$ cat src/hw/rtl/ldw_pkg.sv
// ----------------------------------------------------------------------------
// ldw_pkg
// Shared types and constants of the least loaded window dispatcher.
// ----------------------------------------------------------------------------
package ldw_pkg;

    localparam int WIN_CAP = 16;

    localparam logic [31:0] LOAD_MAX   = 32'hFFFF_FFFF;
    localparam logic [15:0] TICKET_MAX = 16'hFFFF;

    localparam logic OP_ENQ  = 1'b0;
    localparam logic OP_DIST = 1'b1;

    localparam logic KIND_ASSIGN = 1'b0;
    localparam logic KIND_TOTAL  = 1'b1;

    typedef struct packed {
        logic        operation;
        logic [15:0] duration;
    } t_req;

    typedef struct packed {
        logic        kind;
        logic [15:0] ticket;
        logic [3:0]  window;
        logic [31:0] load;
        logic        last;
    } t_rsp;

    typedef struct packed {
        logic rd_en;
        logic wr_en;
        logic clr_all;
    } t_mem_ctl;

    typedef enum logic [1:0] {
        ST_IDLE,
        ST_SCAN,
        ST_WAIT,
        ST_UPDATE
    } t_state;

endpackage

$ cat src/hw/rtl/ldw_mem.sv
// ----------------------------------------------------------------------------
// ldw_mem
// Window load memory: one write and one registered read port, with a valid
// bit per entry so that reset and distribute clear all loads at once.
// ----------------------------------------------------------------------------
module ldw_mem #(
    parameter int DEPTH = 16,
    parameter int AW    = 4
) (
    input  logic              i_clk,
    input  logic              i_rst_n,
    input  ldw_pkg::t_mem_ctl i_ctl,
    input  logic [AW-1:0]     i_rd_addr,
    input  logic [AW-1:0]     i_wr_addr,
    input  logic [31:0]       i_wr_data,
    output logic [31:0]       o_rd_data
);
    import ldw_pkg::*;

    logic [31:0]      r_mem [DEPTH];
    logic [DEPTH-1:0] r_vld;
    logic [31:0]      r_q;
    logic             r_qv;

    always_ff @(posedge i_clk) begin
        if (i_ctl.wr_en) begin
            r_mem[i_wr_addr] <= i_wr_data;
        end
        if (i_ctl.rd_en) begin
            r_q <= r_mem[i_rd_addr];
        end
    end

    always_ff @(posedge i_clk) begin
        if (!i_rst_n) begin
            r_vld <= '0;
            r_qv  <= 1'b0;
        end else begin
            if (i_ctl.rd_en) begin
                r_qv <= r_vld[i_rd_addr];
            end
            if (i_ctl.clr_all) begin
                r_vld <= '0;
            end else if (i_ctl.wr_en) begin
                r_vld[i_wr_addr] <= 1'b1;
            end
        end
    end

    assign o_rd_data = r_qv ? r_q : 32'd0;

`ifndef NO_ASSERTIONS
    a_no_rd_wr: assert property (@(posedge i_clk) disable iff (!i_rst_n)
        i_ctl.wr_en |-> !i_ctl.rd_en)
        else $error("read and write in the same cycle");
    a_clr_empty: assert property (@(posedge i_clk) disable iff (!i_rst_n)
        i_ctl.clr_all |=> r_vld == '0)
        else $error("valid bits not cleared");
    a_wr_valid: assert property (@(posedge i_clk) disable iff (!i_rst_n)
        i_ctl.wr_en && !i_ctl.clr_all |=> r_vld[$past(i_wr_addr)])
        else $error("written entry not valid");
`endif

endmodule

$ cat src/hw/rtl/ldw_ctrl.sv
// ----------------------------------------------------------------------------
// ldw_ctrl
// Sequencer: scans the active windows through the load memory, keeps the
// least loaded one, writes back the saturated sum or emits the totals.
// ----------------------------------------------------------------------------
module ldw_ctrl #(
    parameter int DEPTH = 16,
    parameter int AW    = 4
) (
    input  logic              i_clk,
    input  logic              i_rst_n,
    input  logic              start,
    output logic              busy,
    input  ldw_pkg::t_req     i_req,
    input  logic              i_cfg_we,
    input  logic [4:0]        i_cfg_wdata,
    output ldw_pkg::t_mem_ctl o_mem_ctl,
    output logic [AW-1:0]     o_rd_addr,
    output logic [AW-1:0]     o_wr_addr,
    output logic [31:0]       o_wr_data,
    input  logic [31:0]       i_rd_data,
    output logic              o_valid,
    output ldw_pkg::t_rsp     o_rsp
);
    import ldw_pkg::*;

    t_state        r_state, n_state;
    logic [4:0]    r_wc;
    logic [15:0]   r_ticket;
    logic          r_op;
    logic [15:0]   r_dur;
    logic [AW-1:0] r_nm1;
    logic [AW-1:0] r_idx;
    logic          r_pend;
    logic [AW-1:0] r_pidx;
    logic [AW-1:0] r_best;
    logic [31:0]   r_best_load;
    logic          r_out_vld, n_out_vld;
    t_rsp          r_out, n_out;
    logic [AW-1:0] nm1;
    logic [32:0]   sum_ext;
    logic [31:0]   sum;
    logic          accept;
    logic          pend_last;

    assign accept    = start && (r_state == ST_IDLE);
    assign pend_last = (r_pidx == r_nm1);
    assign sum_ext   = {1'b0, r_best_load} + {17'd0, r_dur};
    assign sum       = sum_ext[32] ? LOAD_MAX : sum_ext[31:0];

    always_comb begin
        if (r_wc == 5'd0) begin
            nm1 = '0;
        end else if (r_wc > 5'(DEPTH)) begin
            nm1 = AW'(DEPTH - 1);
        end else begin
            nm1 = AW'(r_wc - 5'd1);
        end
    end

    always_comb begin
        n_state = r_state;
        unique case (r_state)
            ST_IDLE: begin
                if (start) begin
                    n_state = ST_SCAN;
                end
            end
            ST_SCAN: begin
                if (r_idx == r_nm1) begin
                    n_state = ST_WAIT;
                end
            end
            ST_WAIT: begin
                n_state = (r_op == OP_ENQ) ? ST_UPDATE : ST_IDLE;
            end
            ST_UPDATE: begin
                n_state = ST_IDLE;
            end
            default: begin
                n_state = ST_IDLE;
            end
        endcase
    end

    always_comb begin
        busy      = 1'b1;
        o_mem_ctl = '0;
        o_rd_addr = r_idx;
        o_wr_addr = r_best;
        o_wr_data = sum;
        n_out_vld = 1'b0;
        n_out     = r_out;
        unique case (r_state)
            ST_IDLE: begin
                busy = 1'b0;
            end
            ST_SCAN: begin
                o_mem_ctl.rd_en = 1'b1;
            end
            ST_WAIT: begin
            end
            ST_UPDATE: begin
                o_mem_ctl.wr_en = 1'b1;
                n_out_vld       = 1'b1;
                n_out.kind      = KIND_ASSIGN;
                n_out.ticket    = r_ticket;
                n_out.window    = 4'(r_best);
                n_out.load      = sum;
                n_out.last      = 1'b1;
            end
            default: begin
            end
        endcase
        if (r_pend && (r_op == OP_DIST)) begin
            n_out_vld         = 1'b1;
            n_out.kind        = KIND_TOTAL;
            n_out.ticket      = 16'd0;
            n_out.window      = 4'(r_pidx);
            n_out.load        = i_rd_data;
            n_out.last        = pend_last;
            o_mem_ctl.clr_all = pend_last;
        end
    end

    always_ff @(posedge i_clk) begin
        if (!i_rst_n) begin
            r_state   <= ST_IDLE;
            r_wc      <= 5'd1;
            r_ticket  <= 16'd0;
            r_pend    <= 1'b0;
            r_out_vld <= 1'b0;
        end else begin
            r_state   <= n_state;
            r_pend    <= o_mem_ctl.rd_en;
            r_out_vld <= n_out_vld;
            if (i_cfg_we) begin
                r_wc <= i_cfg_wdata;
            end
            if (accept && (i_req.operation == OP_ENQ) && (r_ticket != TICKET_MAX)) begin
                r_ticket <= r_ticket + 16'd1;
            end
        end
    end

    always_ff @(posedge i_clk) begin
        r_out  <= n_out;
        r_pidx <= r_idx;
        if (accept) begin
            r_op  <= i_req.operation;
            r_dur <= i_req.duration;
            r_nm1 <= nm1;
            r_idx <= '0;
        end else if (o_mem_ctl.rd_en) begin
            r_idx <= r_idx + 1'b1;
        end
        if (r_pend && ((r_pidx == '0) || (i_rd_data < r_best_load))) begin
            r_best      <= r_pidx;
            r_best_load <= i_rd_data;
        end
    end

    assign o_valid = r_out_vld;
    assign o_rsp   = r_out;

`ifndef NO_ASSERTIONS
    a_accept_busy: assert property (@(posedge i_clk) disable iff (!i_rst_n)
        start && !busy |=> busy)
        else $error("request accepted but block not busy");
    a_assign_last: assert property (@(posedge i_clk) disable iff (!i_rst_n)
        o_valid && (o_rsp.kind == KIND_ASSIGN) |-> o_rsp.last && (o_rsp.ticket != 16'd0))
        else $error("assignment result without last or ticket");
    a_total_ticket: assert property (@(posedge i_clk) disable iff (!i_rst_n)
        o_valid && (o_rsp.kind == KIND_TOTAL) |-> (o_rsp.ticket == 16'd0))
        else $error("total report with nonzero ticket");
    a_idle_quiet: assert property (@(posedge i_clk) disable iff (!i_rst_n)
        (r_state == ST_IDLE) |-> !o_mem_ctl.rd_en && !o_mem_ctl.wr_en)
        else $error("memory access while idle");
`endif

endmodule

$ cat src/hw/rtl/least_loaded_window_dispatcher.sv
// ----------------------------------------------------------------------------
// least_loaded_window_dispatcher
// Greedy least loaded assignment of jobs to service windows, with per-window
// total reports that clear all loads.
//
//   channel   signals                      direction
//   request   start, busy, i_req           in
//   result    o_valid, o_rsp               out
//   config    i_cfg_we, i_cfg_wdata        in
//
// an enqueue request occupies the block for the scan of the active
// windows, a wait state and the update, a distribute request for the
// scan and the wait state; the scan reads one window per cycle from the
// single read port of the load memory. results are registered and come
// one per cycle during totals. the receiver cannot stall; busy is high
// from acceptance until the sequencer is back in idle. synchronous reset
// clears all loads, the ticket counter and sets the window count to one.
// ----------------------------------------------------------------------------
module least_loaded_window_dispatcher #(
    parameter int MAX_WINDOWS = 16
) (
    input  logic          i_clk,
    input  logic          i_rst_n,
    input  logic          start,
    output logic          busy,
    input  ldw_pkg::t_req i_req,
    input  logic          i_cfg_we,
    input  logic [4:0]    i_cfg_wdata,
    output logic          o_valid,
    output ldw_pkg::t_rsp o_rsp
);
    import ldw_pkg::*;

    localparam int DEPTH = (MAX_WINDOWS < WIN_CAP) ? MAX_WINDOWS : WIN_CAP;
    localparam int AW    = (DEPTH > 1) ? $clog2(DEPTH) : 1;

    t_mem_ctl      mem_ctl;
    logic [AW-1:0] rd_addr;
    logic [AW-1:0] wr_addr;
    logic [31:0]   wr_data;
    logic [31:0]   rd_data;

    ldw_ctrl #(
        .DEPTH (DEPTH),
        .AW    (AW)
    ) u_ctrl (
        .i_clk       (i_clk),
        .i_rst_n     (i_rst_n),
        .start       (start),
        .busy        (busy),
        .i_req       (i_req),
        .i_cfg_we    (i_cfg_we),
        .i_cfg_wdata (i_cfg_wdata),
        .o_mem_ctl   (mem_ctl),
        .o_rd_addr   (rd_addr),
        .o_wr_addr   (wr_addr),
        .o_wr_data   (wr_data),
        .i_rd_data   (rd_data),
        .o_valid     (o_valid),
        .o_rsp       (o_rsp)
    );

    ldw_mem #(
        .DEPTH (DEPTH),
        .AW    (AW)
    ) u_mem (
        .i_clk     (i_clk),
        .i_rst_n   (i_rst_n),
        .i_ctl     (mem_ctl),
        .i_rd_addr (rd_addr),
        .i_wr_addr (wr_addr),
        .i_wr_data (wr_data),
        .o_rd_data (rd_data)
    );

endmodule

$ cat config.mk
export PLATFORM = sky130hd
export DESIGN_NAME = least_loaded_window_dispatcher
export DESIGN_NICKNAME = d
export VERILOG_FILES = /design/src/hw/rtl/ldw_pkg.sv /design/src/hw/rtl/ldw_mem.sv /design/src/hw/rtl/ldw_ctrl.sv /design/src/hw/rtl/least_loaded_window_dispatcher.sv
export SDC_FILE = /design/constraint.sdc
export NUM_CORES = 1
export LEC_CHECK = 0
export BUFFER_PORTS_ARGS = -buffer_cell sky130_fd_sc_hd__buf_2
export CORE_MARGIN = 3
export CORE_UTILIZATION = 35
export DETAILED_ROUTE_END_ITERATION = 12
export GPL_TIMING_DRIVEN = 0
export PLACE_DENSITY_LB_ADDON = 0.25
export SYNTH_ARGS = -nofsm -noshare
export SYNTH_HDL_FRONTEND = slang
export SYNTH_HIERARCHICAL = 1
export SYNTH_SLANG_ARGS = --single-unit
export TNS_END_PERCENT = 30
$ cat constraint.sdc
create_clock -name i_clk -period 3.75 [get_ports i_clk]
set_input_delay 0.5625 -clock i_clk [delete_from_list [all_inputs] [get_ports i_clk]]
set_output_delay 0.5625 -clock i_clk [all_outputs]
set_load 0.03 [all_outputs]
==> tab_implementation.tex, run 1 <==
\begin{tabular}{lr}
\hline
Metric & Value \\
\hline
\multicolumn{2}{l}{\textbf{Synth}} \\
\quad Net count after synthesis & around 1700 \\
\quad Netlist area before placement & 28500 um\^{}2 \\
\quad Average footprint of a synthesized cell & approximately 18 um\^{}2 \\
\quad Fraction of registers with async set or reset after synthesis & 0 \\
\quad Number of flops mapped to enable cells by yosys & $\sim$640 \\
\quad Register bit total from synthesis & a little over 700 \\
\quad Warnings, synthesis & 6 \\
\quad Gate count of the mapped netlist & 1574 \\
\quad Register area share after synthesis & 0.720 \\
\quad Primary flip-flop cell chosen by synthesis mapping & edfxtp\_1 \\
\quad Unique cell type count in the Yosys netlist & 62 \\
\multicolumn{2}{l}{\textbf{Global route}} \\
\quad Initial antenna violation count & 2 \\
\quad Global-route wire length before repair & approximately 110000 um \\
\quad Total overflow reported by the global router & 0 \\
\quad All-layer global routing usage & 0.171 \\
\quad Pin count of the biggest net entering global routing & 27 \\
\quad Vias in the first global route & between 15000 and 20000 \\
\multicolumn{2}{l}{\textbf{Worst hold path}} \\
\quad Path type of the worst min-delay path & input pin to register \\
\multicolumn{2}{l}{\textbf{Routing}} \\
\quad Routed WL & $\sim$72000 um \\
\quad Post-DRT Antenna Nets & 0 \\
\quad Via total after detailed routing & around 15000 \\
\quad Number of vias per cell after detailed routing & 5.30 \\
\quad Detailed-route wire length per cell & 25.3 um \\
\quad Number of detailed-routing iterations run before antenna repair & 5 \\
\quad DRC marker count from the first detailed-route iteration & 1507 \\
\quad DRC violation count after routing & 0 \\
\multicolumn{2}{l}{\textbf{Layout}} \\
\quad Final core area utilization & 0.417 \\
\quad Layout cell share with drive strength beyond 1 & 0.249 \\
\quad Number of nets in the layout & roughly 1800 \\
\quad Number of diodes & 0 \\
\quad Layout Area Growth over Synthesis & 16.8\% \\
\quad Leading cell types in the layout, fill and taps excluded & edfxtp\_1 (638), mux4\_2 (162), nand2\_1 (106) \\
\quad Leading cell type in the layout, fill and taps excluded & edfxtp\_1 \\
\multicolumn{2}{l}{\textbf{Worst setup path}} \\
\quad Most frequent cell on the critical path & buf\_2 \\
\quad Worst path required time & 3.96 ns \\
\quad Slowest cell on the critical path & fa\_1 \\
\quad Crit path launch type & register \\
\quad Largest stage delay on the critical path & about 0.47 ns \\
\quad Critical setup path kind & register to register \\
\quad Maximum fanout along the worst path & 16 \\
\quad Critical path arrival & roughly 3.9 ns \\
\quad Nature of the critical path endpoint & register \\
\quad List of cells traversed by the critical path & ha\_1 > fa\_1 > a211o\_1 > a21o\_1 > a21oi\_4 > o21bai\_2 > nand3\_1 > buf\_2 > buf\_2 > nand2\_1 \\
\multicolumn{2}{l}{\textbf{STA}} \\
\quad Post-layout min period & 3.70 ns \\
\quad Highest clock rate & about 270 MHz \\
\quad Setup repair after global routing missed its margin & true \\
\quad Fraction of the cycle the final worst path needs & 0.988 \\
\quad Final worst-path setup slack & about 0.045 ns \\
\quad Hold violation count in the final report & 0 \\
\quad Relative slew slack & 0.288 \\
\quad Actual slew at the worst max-slew pin & between 1 and 1.5 ns \\
\quad \# setup viols final & 0 \\
\quad Clock Skew & between 0.02 and 0.025 ns \\
\quad Final count of pins violating max slew & 0 \\
\multicolumn{2}{l}{\textbf{CTS}} \\
\quad H-tree lvl count & 3 \\
\quad Clock insertion delay at the later pin of the skew report & $\sim$0.62 ns \\
\quad CTS tree & done \\
\quad Worst-path clk slew & about 0.06 ns \\
\quad Maximum buffer depth of the clock tree & 3 \\
\quad Clock root buffer & clkbuf\_16 \\
\quad TritonCTS buffer count & 75 \\
\quad Num Clock Sinks & 705 \\
\quad Hold-fix buffers, CTS & 0 \\
\multicolumn{2}{l}{\textbf{Floorplan}} \\
\quad Initial Util & 0.357 \\
\quad Die Area & 84900 um\^{}2 \\
\quad Die Ht & just under 300 um \\
\quad IO Count & 82 \\
\quad Total core area & 79800 um\^{}2 \\
\quad Die extent in x & between 200 and 300 um \\
\quad Placement Rows & between 100 and 150 \\
\multicolumn{2}{l}{\textbf{Place}} \\
\quad HPWL after detailed placement & between 40000 and 50000 um \\
\quad Final estimated routing congestion in global placement & approximately 0.86 \\
\quad Port Buffer Count & 80 \\
\quad Setup Slack @ Placement & -0.394 ns \\
\multicolumn{2}{l}{\textbf{Power and ir drop}} \\
\quad Static Leakage & roughly 11 nW \\
\quad Peak ir drop on the vdd network & 0.324 mV \\
\quad Ratio of total power to cell area & 613 nW/um\^{}2 \\
\multicolumn{2}{l}{\textbf{Outcome}} \\
\quad Result of the run & finished, final reports clean \\
\multicolumn{2}{l}{\textbf{Flow run}} \\
\quad Max Cap Viol & 0 \\
\hline
\end{tabular}
[worst paths after layout]
| check | start | endpoint | slack, ns | cells past startpoint |
|---|---|---|---|---|
| min | i_req[9] | u_ctrl/r_dur[9] | 0.14 | 1 |
| max reg2reg | u_ctrl/r_dur[0] | u_mem/r_mem[7][27] | 0.05 | 10 |
| max | u_ctrl/r_dur[0] | u_mem/r_mem[7][27] | 0.05 | 10 |
| min reg2reg | u_ctrl/o_rd_addr[3] | u_ctrl/r_pidx[3] | 0.41 | 0 |
[layout make-up]
cell class,instances,area [um^2]
fillers,7009,46500
flip-flops and latches,705,20500
multi-input cells,756,7610
clock buffers,90,1980
well taps,1050,1310
repair buffers,112,953
plain buffers,69,390
clock inverters,40,379
inverters,44,165
[power by group]
group | total, mW | switching, mW | leakage [nW] | internal (mW)
sequential | 9.30 | 0.134 | 6.32 | 9.17
combinational | 3.94 | 2.23 | 3.63 | 1.71
clock | 7.16 | 3.03 | 1.14 | 4.12
total | 20.4 | 5.40 | 11.1 | 15.0
[repair_timing]
action	in CTS	in global routing
pin swaps	1	0
endpoints found under the setup margin	117	307
resized for setup	2	12
setup buffers	1	0
[stage by stage]
step / power (mW) / setup TNS, ns / cell area (um^2) / std cells / hold slack (ns)
after floorplan: 12.2 / -1.37 / 28500 / 1574 / 0.384
after global placement: 13.4 / -1109.88 / 30200 / 2704 / 0.399
after detailed placement: 13.5 / -16.93 / 30900 / 2735 / 0.407
after CTS: 20.7 / 0 / 33300 / 2866 / 0.0975
after global routing: 21.2 / -3.43 / 33300 / 2866 / 0.109
final: 20.4 / 0 / 33300 / 2866 / 0.137
[cells by family (layout without fill, tap and decap cells)]
group	after synthesis	count (layout)	share of synthesized area
multiplexers	178	178	0.134
buffers and inverters	113	355	0.0189
adder cells (fa/ha/maj)	51	51	0.0227
AND/OR/NAND/NOR	319	319	0.0533
flip-flops	705	705	0.720
XOR/XNOR	49	49	0.0151
AO/OA/AOI/OAI	159	159	0.0367
[state kept, by name (all words and copies together), names as in the netlist]
signal              flops
u_ctrl/r_wc             5
u_ctrl/r_dur           16
u_ctrl/r_op             1
u_ctrl/o_valid          1
u_ctrl/r_nm1            4
u_ctrl/o_rsp           54
u_mem/r_vld            16
u_mem/r_q              32
u_ctrl/r_ticket        16
u_ctrl/r_pend           1
u_ctrl/r_pidx           4
u_mem/r_qv              1
u_ctrl/o_wr_addr        4
u_ctrl/o_rd_addr        4
u_mem/r_mem           512
u_ctrl/r_state          2
u_ctrl/r_best_load     32
[cells in the mapped netlist (all sizes together) (3+ instances only)]
cell | number | area (um^2)
o21bai | 3 | 26.3
or2 | 3 | 18.8
edfxtp | 638 | 19200
nor2 | 80 | 305
nand3b | 4 | 30.0
mux2i | 12 | 120
and3 | 8 | 50.1
nand2b | 5 | 31.3
nor4 | 3 | 18.8
a21oi | 56 | 292
o21ai | 19 | 95.1
o211ai | 5 | 37.5
buf | 41 | 267
nand4 | 20 | 125
ha | 50 | 626
o21a | 19 | 143
and4 | 3 | 26.3
a21o | 19 | 143
and2 | 39 | 244
a31oi | 17 | 106
o31ai | 3 | 22.5
inv | 43 | 161
nand2 | 109 | 409
xor2 | 24 | 210
mux2 | 4 | 45.0
nand3 | 15 | 75.1
nor2b | 7 | 43.8
dfxtp | 67 | 1340
a221oi | 3 | 43.8
clkbuf | 28 | 106
mux4 | 162 | 3650
nor3 | 16 | 85.1
xnor2 | 25 | 219
a211oi | 5 | 37.5
[critical path: cells and delay by family (launching register included)]
family / cells / cell delay, ns
simple gates: 2 / 0.58
fa+ha+maj: 2 / 0.71
compound gates: 4 / 0.90
flops: 1 / 0.38
buf+inv: 2 / 0.72
[routing by layer]
metal,part of all wire,global-route usage,vias up
li1,-,-,6614
met1,0.45,0.246,7964
met2,0.46,0.265,525
met3,0.065,0.0309,101
met4,0.023,0.0488,0
met5,0,0,-
Power figures use the tool's default switching activity.
==> run 2: changes to the inputs <==
--- a/config.mk
+++ b/config.mk
@@ -7,7 +7,7 @@
 export LEC_CHECK = 0
 export BUFFER_PORTS_ARGS = -buffer_cell sky130_fd_sc_hd__buf_2
 export CORE_MARGIN = 3
-export CORE_UTILIZATION = 35
+export CORE_UTILIZATION = 50
 export DETAILED_ROUTE_END_ITERATION = 12
 export GPL_TIMING_DRIVEN = 0
 export PLACE_DENSITY_LB_ADDON = 0.25
==> run 2 against run 1 <==
Against the previous run: critical path depth decreased by 5; via count rose by 1.0%; clock skew grew 0.0048 ns; first-iteration DRC count down 3.8%; worst hold slack lost 0.019 ns; final cell count fell by 11%; worst setup slack better by 0.050 ns; maximum frequency up 1.4%; register-to-register slack better by 0.05 ns.
==> tab_implementation.tex, run 2 (synthesis results as in run 1) <==
\begin{tabular}{lr}
\hline
Metric & Value \\
\hline
\multicolumn{2}{l}{\textbf{CTS}} \\
\quad Clock insertion delay at the later pin of the skew report & 0.62 ns (about the same) \\
\quad H-tree lvl count & 3 (unchanged) \\
\quad Worst-path clk slew & 0.06 ns (about the same) \\
\quad Hold-fix buffers, CTS & 0 (unchanged) \\
\quad TritonCTS buffer count & 74 (-1.3\%) \\
\quad Maximum buffer depth of the clock tree & 3 (unchanged) \\
\quad CTS tree & done \\
\quad Clock root buffer & clkbuf\_16 \\
\quad Num Clock Sinks & 705 (unchanged) \\
\multicolumn{2}{l}{\textbf{Layout}} \\
\quad Leading cell types in the layout, fill and taps excluded & edfxtp\_1 (638), mux4\_2 (162), nand2\_1 (108) \\
\quad Layout Area Growth over Synthesis & 15.0\% \\
\quad Post-route cell area & 32800 um\^{}2 (-1.6\%) \\
\quad Max FFs per register & 512 (unchanged) \\
\quad Layout cell share with drive strength beyond 1 & 0.242 (-0.00661) \\
\quad Leading cell type in the layout, fill and taps excluded & edfxtp\_1 \\
\quad Register name with the most flops & u\_mem/r\_mem \\
\quad Fill cell count & 4200 (-40\%) \\
\quad Number of nets in the layout & 1840 (unchanged) \\
\quad Number of diodes & 0 (unchanged) \\
\multicolumn{2}{l}{\textbf{Flow run}} \\
\quad Max Cap Viol & 0 (unchanged) \\
\multicolumn{2}{l}{\textbf{STA}} \\
\quad Post-layout min period & 3.66 ns (-0.0496 ns) \\
\quad Actual slew at the worst max-slew pin & 1.10 ns (+0.0326 ns) \\
\quad Setup TNS & 0 ns (unchanged) \\
\quad Highest clock rate & 274 MHz (+1.4\%) \\
\quad \# setup viols final & 0 (unchanged) \\
\quad Clock Skew & 0.0278 ns (+0.00479 ns) \\
\quad Relative slew slack & 0.266 (-0.0217) \\
\quad Final count of pins violating max slew & 0 (unchanged) \\
\quad Fraction of the cycle the final worst path needs & 0.975 (-0.0132) \\
\quad Hold violation count in the final report & 0 (unchanged) \\
\multicolumn{2}{l}{\textbf{Worst setup path}} \\
\quad Worst path required time & 4.11 ns (+0.15 ns) \\
\quad Maximum fanout along the worst path & 19 (+3) \\
\quad Reg2reg path depth & 5 (-5) \\
\quad Critical setup path kind & register to register \\
\quad Nature of the critical path endpoint & register \\
\quad Crit path launch type & register \\
\quad Critical path arrival & 4.01 ns (+0.09 ns) \\
\multicolumn{2}{l}{\textbf{Routing}} \\
\quad Post-DRT Antenna Nets & 0 (unchanged) \\
\quad Number of vias per cell after detailed routing & 5.99 (+13\%) \\
\quad DRC marker count from the first detailed-route iteration & 1450 (-3.8\%) \\
\quad DRC violation count after routing & 0 (unchanged) \\
\quad Number of detailed-routing iterations run before antenna repair & 5 (unchanged) \\
\quad Detailed-route wire length per cell & 26.8 um (+6.0\%) \\
\quad Via total after detailed routing & 15400 (+1.0\%) \\
\quad Routed WL & 68700 um (-5.2\%) \\
\multicolumn{2}{l}{\textbf{Power and ir drop}} \\
\quad Ratio of total power to cell area & 610 nW/um\^{}2 (-0.43\%) \\
\quad Pwr Total & 20.0 mW (-2.0\%) \\
\quad Peak ir drop on the vdd network & 0.445 mV (+37\%) \\
\quad Static Leakage & 11.0 nW (-0.50\%) \\
\multicolumn{2}{l}{\textbf{Global route}} \\
\quad All-layer global routing usage & 0.234 (+0.0639) \\
\quad Initial antenna violation count & 0 (-2) \\
\quad Vias in the first global route & 15600 (+0.34\%) \\
\quad Pin count of the biggest net entering global routing & 29 (+7.4\%) \\
\quad Total overflow reported by the global router & 0 (unchanged) \\
\quad Global-route wire length before repair & 102000 um (-3.7\%) \\
\multicolumn{2}{l}{\textbf{Floorplan}} \\
\quad Die Ht & 245 um (-16\%) \\
\quad Die Area & 59900 um\^{}2 (-29\%) \\
\quad Placement Rows & 86 (-17\%) \\
\quad Initial Util & 0.511 (+0.154) \\
\quad Die extent in x & 245 um (-16\%) \\
\quad Total core area & 55700 um\^{}2 (-30\%) \\
\quad IO Count & 82 (unchanged) \\
\multicolumn{2}{l}{\textbf{Worst hold path}} \\
\quad Worst Hold Path Cells & 1 (unchanged) \\
\quad Path type of the worst min-delay path & input pin to register \\
\multicolumn{2}{l}{\textbf{Place}} \\
\quad Port Buffer Count & 80 (unchanged) \\
\quad Final estimated routing congestion in global placement & 0.880 (+2.0\%) \\
\quad Placement Cell Area & 30500 um\^{}2 (-1.2\%) \\
\quad HPWL after detailed placement & 45200 um (-7.5\%) \\
\multicolumn{2}{l}{\textbf{Outcome}} \\
\quad Result of the run & finished, final reports clean \\
\hline
\end{tabular}
run 2: changes by cell type in the layout (fill, tap and decap cells not counted), moves of 2 or more:
| cell | before | now |
|---|---|---|
| clkbuf_2 | 5 | 3 |
| bufinv_16 | 5 | 2 |
| clkbuf_1 | 35 | 45 |
| nand2_1 | 106 | 108 |
| clkinvlp_4 | 6 | 3 |
run 2: worst max-delay path, cell delays in order (launching register included):
cell and delay, ns:
edfxtp_1 0.43, nand2_1 0.49, clkdlybuf4s15_1 0.69, clkdlybuf4s15_1 0.78, nand2_2 0.62, buf_12 0.36
run 2: metal layers:
metal	vias to the layer above	part of all wire	GRT usage
met5	-	0	0
met1	7993	0.42	0.336
met3	134	0.079	0.0449
met4	0	0.031	0.0839
li1	6601	-	-
met2	635	0.47	0.364
run 2: through the flow:
step | util | worst slack (ns) | hold WS (ns) | cells
after global placement | 0.535 | -3.45 | 0.395 | 2402
after CTS | 0.588 | 0.112 | 0.0925 | 2564
after global routing | 0.588 | -0.0119 | 0.102 | 2564
after detailed placement | 0.547 | -0.225 | 0.407 | 2434
final | 0.588 | 0.0950 | 0.118 | 2564
after floorplan | - | -0.0275 | 0.384 | 1574
run 2: power breakdown:
part	internal (mW)	switching [mW]	leakage (nW)
Clock	3.89	2.92	1.08
Sequential	9.17	0.136	6.32
Combinational	1.71	2.18	3.63
run 2: worst paths after layout:
kind                            start                to  slack (ns)
setup / recovery          u_ctrl/r_op  u_ctrl/o_rsp[10]        0.09
hold / removal               i_req[8]   u_ctrl/r_dur[8]        0.12
setup reg to reg          u_ctrl/r_op  u_ctrl/o_rsp[10]        0.09
hold reg to reg   u_ctrl/o_rd_addr[3]  u_ctrl/r_pidx[3]        0.42
run 2: final cells by class:
class                           instances  area (um^2)  area share
Sequential cell                       705        20500       0.626
Multi-Input combinational cell        756         7590       0.232
Clock buffer                           98         1990      0.0609
Timing Repair Buffer                  113          968      0.0296
Tap cell                              748          936      0.0286
Buffer                                 69          388      0.0118
Clock inverter                         31          226     0.00691
Inverter                               44          165     0.00504
run 2: repair_timing:
item,CTS,global route
pin swaps,1,0
buffers inserted,1,0
endpoints found under the setup margin,63,19
gates cloned,0,0
resized for setup,2,3
